<file path="src/hdl/ssp_pkg.sv">
`timescale 1ns / 1ps
package ssp_pkg;

  localparam int MAX_VERTICES_DEF = 64;
  localparam int MAX_EDGES_DEF    = 256;

  // vertex counts and pass counts fit in the width of the vertex_count register
  localparam int CNT_W   = 7;
  localparam int CFG_W   = 7;
  localparam int CFG_IDX_W = 1;

  localparam logic [CFG_IDX_W-1:0] REG_VERTEX_COUNT  = 1'd0;
  localparam logic [CFG_IDX_W-1:0] REG_SOURCE_VERTEX = 1'd1;

  localparam logic [CNT_W-1:0] VERTEX_COUNT_RST  = 7'd64;
  localparam logic [5:0]       SOURCE_VERTEX_RST = 6'd0;

  typedef struct packed {
    logic [5:0]         from_vertex;
    logic [5:0]         to_vertex;
    logic signed [15:0] edge_weight;
    logic               last_edge;
  } in_t;

  typedef struct packed {
    logic [5:0]         vertex;
    logic signed [31:0] path_cost;
    logic               reachable;
    logic               negative_cycle;
    logic               edges_dropped;
    logic               last_result;
  } out_t;

  typedef struct packed {
    logic [5:0]         from_vertex;
    logic [5:0]         to_vertex;
    logic signed [15:0] edge_weight;
  } edge_t;

  typedef struct packed {
    logic store;
    logic init;
    logic edge_rd;
    logic dist_rd;
    logic relax_f;
    logic relax_r;
    logic check;
    logic next_edge;
    logic out_rd;
    logic out_load;
    logic cyc_load;
    logic clear_run;
  } ctl_cmd_t;

  typedef struct packed {
    logic in_last;
    logic edge_skip;
    logic edge_last;
    logic pass_last;
    logic no_pass;
    logic hit_f;
    logic hit_r;
    logic vert_last;
    logic out_free;
  } ctl_sts_t;

  function automatic logic signed [31:0] sat_add(logic signed [31:0] a,
                                                  logic signed [15:0] b);
    logic signed [32:0] s;
    s = 33'(a) + 33'(b);
    if (s > 33'sd2147483647) begin
      return 32'sh7FFFFFFF;
    end else if (s < -33'sd2147483648) begin
      return 32'sh80000000;
    end
    return s[31:0];
  endfunction

endpackage

</file>
<file path="src/hdl/ssp_ctrl.sv">
`timescale 1ns / 1ps
module ssp_ctrl (
  input  logic              clk,
  input  logic              rst_n,
  input  logic              in_valid,
  output logic              in_ready,
  input  ssp_pkg::ctl_sts_t sts,
  output ssp_pkg::ctl_cmd_t cmd
);

  typedef enum logic [8:0] {
    S_LOAD     = 9'b000000001,
    S_INIT     = 9'b000000010,
    S_EDGE_RD  = 9'b000000100,
    S_DIST_RD  = 9'b000001000,
    S_RELAX_F  = 9'b000010000,
    S_RELAX_R  = 9'b000100000,
    S_EMIT_RD  = 9'b001000000,
    S_EMIT     = 9'b010000000,
    S_EMIT_CYC = 9'b100000000
  } state_t;

  state_t state_r, state_nxt;
  logic   check_r, check_nxt;

  assign in_ready = (state_r == S_LOAD);

  always_comb begin
    state_nxt = state_r;
    check_nxt = check_r;
    cmd       = '0;
    cmd.check = check_r;
    case (state_r)
      S_LOAD: begin
        if (in_valid) begin
          cmd.store = 1'b1;
          if (sts.in_last) state_nxt = S_INIT;
        end
      end
      S_INIT: begin
        cmd.init  = 1'b1;
        check_nxt = sts.no_pass;
        state_nxt = S_EDGE_RD;
      end
      S_EDGE_RD: begin
        cmd.edge_rd = 1'b1;
        state_nxt   = S_DIST_RD;
      end
      S_DIST_RD: begin
        if (sts.edge_skip) begin
          cmd.next_edge = 1'b1;
          state_nxt     = S_EDGE_RD;
          if (sts.edge_last) begin
            if (check_r) state_nxt = S_EMIT_RD;
            else if (sts.pass_last) check_nxt = 1'b1;
          end
        end else begin
          cmd.dist_rd = 1'b1;
          state_nxt   = S_RELAX_F;
        end
      end
      S_RELAX_F: begin
        cmd.relax_f = 1'b1;
        if (check_r && sts.hit_f) state_nxt = S_EMIT_CYC;
        else state_nxt = S_RELAX_R;
      end
      S_RELAX_R: begin
        cmd.relax_r = 1'b1;
        if (check_r && sts.hit_r) begin
          state_nxt = S_EMIT_CYC;
        end else begin
          cmd.next_edge = 1'b1;
          state_nxt     = S_EDGE_RD;
          if (sts.edge_last) begin
            if (check_r) state_nxt = S_EMIT_RD;
            else if (sts.pass_last) check_nxt = 1'b1;
          end
        end
      end
      S_EMIT_RD: begin
        cmd.out_rd = 1'b1;
        state_nxt  = S_EMIT;
      end
      S_EMIT: begin
        if (sts.out_free) begin
          cmd.out_load = 1'b1;
          if (sts.vert_last) begin
            cmd.clear_run = 1'b1;
            state_nxt     = S_LOAD;
          end else begin
            state_nxt = S_EMIT_RD;
          end
        end
      end
      S_EMIT_CYC: begin
        if (sts.out_free) begin
          cmd.cyc_load  = 1'b1;
          cmd.clear_run = 1'b1;
          state_nxt     = S_LOAD;
        end
      end
      default: begin
        state_nxt = S_LOAD;
      end
    endcase
  end

  always_ff @(posedge clk) begin
    if (!rst_n) begin
      state_r <= S_LOAD;
      check_r <= 1'b0;
    end else begin
      state_r <= state_nxt;
      check_r <= check_nxt;
    end
  end

endmodule

</file>
<file path="config.mk">
export PLATFORM = sky130hd
export DESIGN_NAME = ssp_ctrl
export DESIGN_NICKNAME = d
export VERILOG_FILES = /design/src/hdl/ssp_pkg.sv /design/src/hdl/ssp_ctrl.sv
export SDC_FILE = /design/constraint.sdc
export NUM_CORES = 1
export LEC_CHECK = 0
export ABC_AREA = 0
export BUFFER_PORTS_ARGS = -buffer_cell sky130_fd_sc_hd__buf_2
export CAP_MARGIN = 40
export CORE_AREA = 2 2 55 57
export DETAILED_ROUTE_END_ITERATION = 8
export DIE_AREA = 0 0 57 59
export MAX_ROUTING_LAYER = met4
export PLACE_DENSITY = 0.59
export SYNTH_ARGS = -nofsm -noshare
export SYNTH_HDL_FRONTEND = slang
export SYNTH_SLANG_ARGS = --single-unit
</file>
<file path="constraint.sdc">
create_clock -name clk -period 1.44 [get_ports clk]
set_input_delay 0.072 -clock clk [delete_from_list [all_inputs] [get_ports clk]]
set_output_delay 0.072 -clock clk [all_outputs]
set_load 0.02 [all_outputs]
</file>
* Yosys cells after proc, flatten, opt, wreduce, memory -nomap -nowiden
Index checks and enable logic that the tools add are counted.
** Operators by class
- Equal/unequal tests :: 15
- Muxes and demuxes :: 36
- Reductions and logical operators :: 5
** Operators by type and width (number)
- one-hot mux 9 bit (9 select lines) :: 1
- two-way mux 9 bit :: 8
- two-way mux 1 bit :: 21
- two-way mux 7 bit :: 2
- != test 2 bit (second input constant) :: 5
- equality test 9 x 1 -> 1 bit (second input constant) :: 1
- equality test 9 x 2 -> 1 bit (second input constant) :: 1
- equality test 9 x 3 -> 1 bit (second input constant) :: 1
- equality test 9 x 4 -> 1 bit (second input constant) :: 1
- equality test 9 x 5 -> 1 bit (second input constant) :: 1
- equality test 9 x 6 -> 1 bit (second input constant) :: 1
- equality test 9 x 7 -> 1 bit (second input constant) :: 1
- equality test 9 x 8 -> 1 bit (second input constant) :: 1
- equality test 9 bit (second input constant) :: 1
- one-hot mux 1 bit (2 select lines) :: 2
- AND reduction 4 bit :: 1
- one-hot mux 1 bit (3 select lines) :: 1
- AND reduction 3 bit :: 1
- nonzero test 3 bit :: 1
- logical AND 1 bit :: 2
- two-way mux 2 bit :: 1
- != test 2 x 1 -> 1 bit (second input constant) :: 1
** Storage, ports and cells
- Bits in registers :: 10
- Input port bits :: 12
- Output and inout bits :: 13
- Logic and storage cells :: 58

* Depth between registers and ports, before layout
- Word-level depth :: 5
- Mapped depth :: 5
- Mapped depth without buffers :: 4

* Worst setup path after synthesis
OpenSTA, ideal clock, no wires.
- Path kind :: reg2reg
- Start point :: register state_r[4]
- End point :: register check_r
- Library setup time :: 119 ps
- Data arrival time :: 1481 ps
- Data required time :: 1321 ps
- Path slack :: -159 ps
- Stages on the path, launching flop included :: 6
- Buffers on the path :: 1
- Clock period less this slack :: 1599 ps
- Cells stage by stage :: dfxtp_1 > buf_2 > nor4_2 > and4b_1 > a211oi_2 > o221a_2
** Between the ends
- Word-level cells in the longest chain between the ends :: 3
- Elaborated cells between the ends (all ways) :: 8
- Classes of those cells :: eq/ne: 5; mux: 1; reduce/logical: 2
** RTL lines
- start, declared :: line ssp_ctrl.sv:23 : state_t state_r, state_nxt;
- start signal, assigned :: line ssp_ctrl.sv:113 : state_r <= state_nxt;
- equality test 9 x 6 -> 1 bit (tied with other cells) :: line ssp_ctrl.sv:33 : case (state_r)
- != test 2 bit (no line) / nonzero test 3 bit (equally long branches)
- AND reduction 3 bit (no line)
- end signal, assigned :: line ssp_ctrl.sv:114 : check_r <= check_nxt;
- end, declared :: line ssp_ctrl.sv:24 : logic check_r, check_nxt;
Several ways; a longest one is shown, not always the timed one.
A chain may end at the register's enable or synchronous reset.

==> out/metrics.yaml <==
power_and_ir_drop:
  fin_total_pwr_w: 0.00118
  p_leak_nw: 0.776
  power.switching_w: 0.000416
  switching_share: 0.352
  intPower_w: 0.000766
  combPwrFrac: 0.542
  p_clk_frac: 0.178
  seqPwrFrac: 0.280
  power_density_nw_per_um2: 749
  peakVddDrop_mv: 0.511
placed_design:
  post-dp-hpwl_mm: 2.05
  io_buffers: 24
  preCtsSetupSlack_ns: -0.0931
  gp_congestion: 0.841
  dp_cells: 165
hold_path:
  holdPathStages: 2
  holdCritPathClass: "primary input to flip-flop"
critical_path:
  worst_ep_required_time_ns: 1.37
  start_kind: "flip-flop"
  end_kind: "output pin"
  cp_max_fo: 2
  r2r_cells: 7
  crit_arrival_ns: 1.67
  crit_type: "flip-flop to output pin"
global_route:
  grt_pass1_vias: 1102
  antenna_found_initial: 0
  grt_max_degree: 11
  groute.usage.overall: 0.217
  grt_pass1_wl_mm: 5.26
  gr-total-overflow: 0
sta:
  fmax_mhz: 575
  setup-violations-final: 19
  skew_ns: 0.00260
  whs_ns: 0.0659
  period_share: 1.21
  finalWorstSetupSlack_ns: -0.300
  period_minus_slack_ns: 1.74
  final_hold_viol_count: 0
  maxSlewHeadroom: 0.733
  rsz0062_at_grt: "true"
  tightest_slew_ns: 0.397
  slew_violations: 0
clock_tree:
  cts.sinks: 10
  ctsRootBufferMaster: "clkbuf_4"
  path_clk_slew_ns: 0.07
  cts_hold_buf: 0
  h-tree-depth: 1
  cts_made_buffers: 3
  cts_tree: "yes"
  clk_latency_ns: 0.28
  cts_buffer_depth: 2
layout:
  final_core_util: 0.583
  fill_cells: 236
  drive_gt1_frac: 0.706
  seqCellArea_sq_um: 224
  diodes: 0
  final_nets: 174
  multi_input_area_sq_um: 632
  syn2layout_area_growth_pct: 100
  fin_cells: 191
detailed_routing:
  vias: 1047
  post_drt_wl_per_cell_um: 17.2
  drt-initial-drc-count: 32
  drc_errors: 0
  wirelength_mm: 3.29
  vias_per_cell: 5.48
  firstDrtPassIters: 5
  ant_nets: 0
job:
  max-cap-violations: 0
yosys:
  yosysSeqAreaShare: 0.254
  syn_area_per_cell_sq_um: 8.76
  synth_nets: 102
  synth_seq_cells: 10
  syn_inst: 90
  synth.distinct_cells: 32
  synth_top_area_cell: "dfxtp_1"
  yosysWarnings: 0
  synth_area_sq_um: 788
  netlist_top_cells_area: "dfxtp_1 (25%), and4b_1 (7.6%), xor2_1 (5.6%), nor4_4 (5.4%), and3_1 (4.0%)"
  synth_top_area_share: 0.254
run_status:
  outcome: "finished with violations"
  violations: "setup timing"
floorplanning:
  die_h_um: 59
  die_w_um: 57
  fp-row-count: 19
  num_io_pins: 25
  core_area_sq_um: 2710
  dieArea_sq_um: 3360
  start_util: 0.291
## routing by layer
layer  global-route usage  part of all wire  up-vias
met4                0.110             0.035        0
met3               0.0371             0.043       14
met5                    -                 0        -
li1                     -                 -      488
met1                0.230              0.41      498
met2                0.391              0.51       47
## cells in the final DEF, fill, tap and decap left out, types with 3 or more instances in the layout
master / netlist / routed
dfxtp_2: 0 / 4
buf_2: 5 / 12
buf_6: 1 / 27
nor3_1: 4 / 3
nor4_4: 2 / 4
buf_4: 1 / 36
and4b_1: 6 / 4
nand4_1: 4 / 4
xor2_1: 5 / 5
dfxtp_4: 0 / 5
and3_4: 0 / 3
nand2_1: 7 / 6
clkbuf_4: 0 / 3
## worst paths after layout
check                               start                 endpoint  slack (ns)
hold reg to reg      check_r$_SDFFE_PN0P_  state_r[8]$_SDFFE_PN0P_        0.57
hold / removal                     sts[4]     check_r$_SDFFE_PN0P_        0.07
setup / recovery  state_r[6]$_SDFFE_PN0P_                   cmd[4]       -0.30
setup reg to reg  state_r[6]$_SDFFE_PN0P_     check_r$_SDFFE_PN0P_       -0.19
## state kept, by name, indices dropped and copies added, names as in the netlist
name     flops
state_r      9
check_r      1
## through the flow
step                instance area [sq um]  setup TNS (ns)
floorplan                             826         -0.0571
global placement                     1150          -0.355
detailed placement                   1150          -0.541
CTS                                  1530           -2.80
global route                         1580           -4.38
finish                               1580           -3.20
## kinds of logic (layout without fill, tap and decap cells)
group / after synthesis / count (layout) / synth area share
buf+inv: 11 / 81 / 0.0762
compound gates: 17 / 17 / 0.171
simple gates: 47 / 47 / 0.443
flops: 10 / 10 / 0.254
xor+xnor: 5 / 5 / 0.0556
## power groups by stage
stage | logic (W) | clock network [W] | registers (W)
floorplan | 0.000268 | 0 | 0.000312
global placement | 0.000431 | 0 | 0.000336
detailed placement | 0.000438 | 0 | 0.000335
CTS | 0.000573 | 0.000211 | 0.000325
global route | 0.000677 | 0.000226 | 0.000335
finish | 0.000641 | 0.000210 | 0.000331
## final cells by class
cell class	instances	area share
Clock buffer	3	0.0143
Inverter	2	0.00475
Multi-Input combinational cell	69	0.400
Sequential cell	10	0.142
Tap cell	31	0.0246
Timing Repair Buffer	76	0.414
## Yosys cell counts
master / count
dfxtp_1: 10
nand2_1: 7
and4b_1: 6
and3_1: 5
buf_2: 5
xor2_1: 5
and2_1: 4
nand4_1: 4
nor2b_1: 4
nor3_1: 4
a21oi_1: 3
and4_1: 3
a22o_1: 2
a41oi_1: 2
inv_1: 2
nand3_1: 2
nor2_1: 2
nor4_2: 2
nor4_4: 2
o2111ai_1: 2
o21a_1: 2
o21ai_0: 2
a211oi_2: 1
a21o_1: 1
buf_1: 1
buf_4: 1
buf_6: 1
clkbuf_2: 1
nand4b_2: 1
nor3_2: 1
o2111a_1: 1
o221a_2: 1
## worst max-delay path, cell delays in order, from the launching register on
cell and delay, ns:
dfxtp_2 0.35, buf_6 0.13, nor4_4 0.29, buf_4 0.16, nand4_1 0.12, buf_4 0.17, nand2_2 0.06, buf_6 0.11
## repair_timing
action | CTS | global route
gates resized for setup | 62 | 10
setup buffers | 20 | 4
gates cloned | 0 | 0
endpoints found under the setup margin | 20 | 21
pin swaps | 20 | 5
Power figures use the tool's default switching activity.
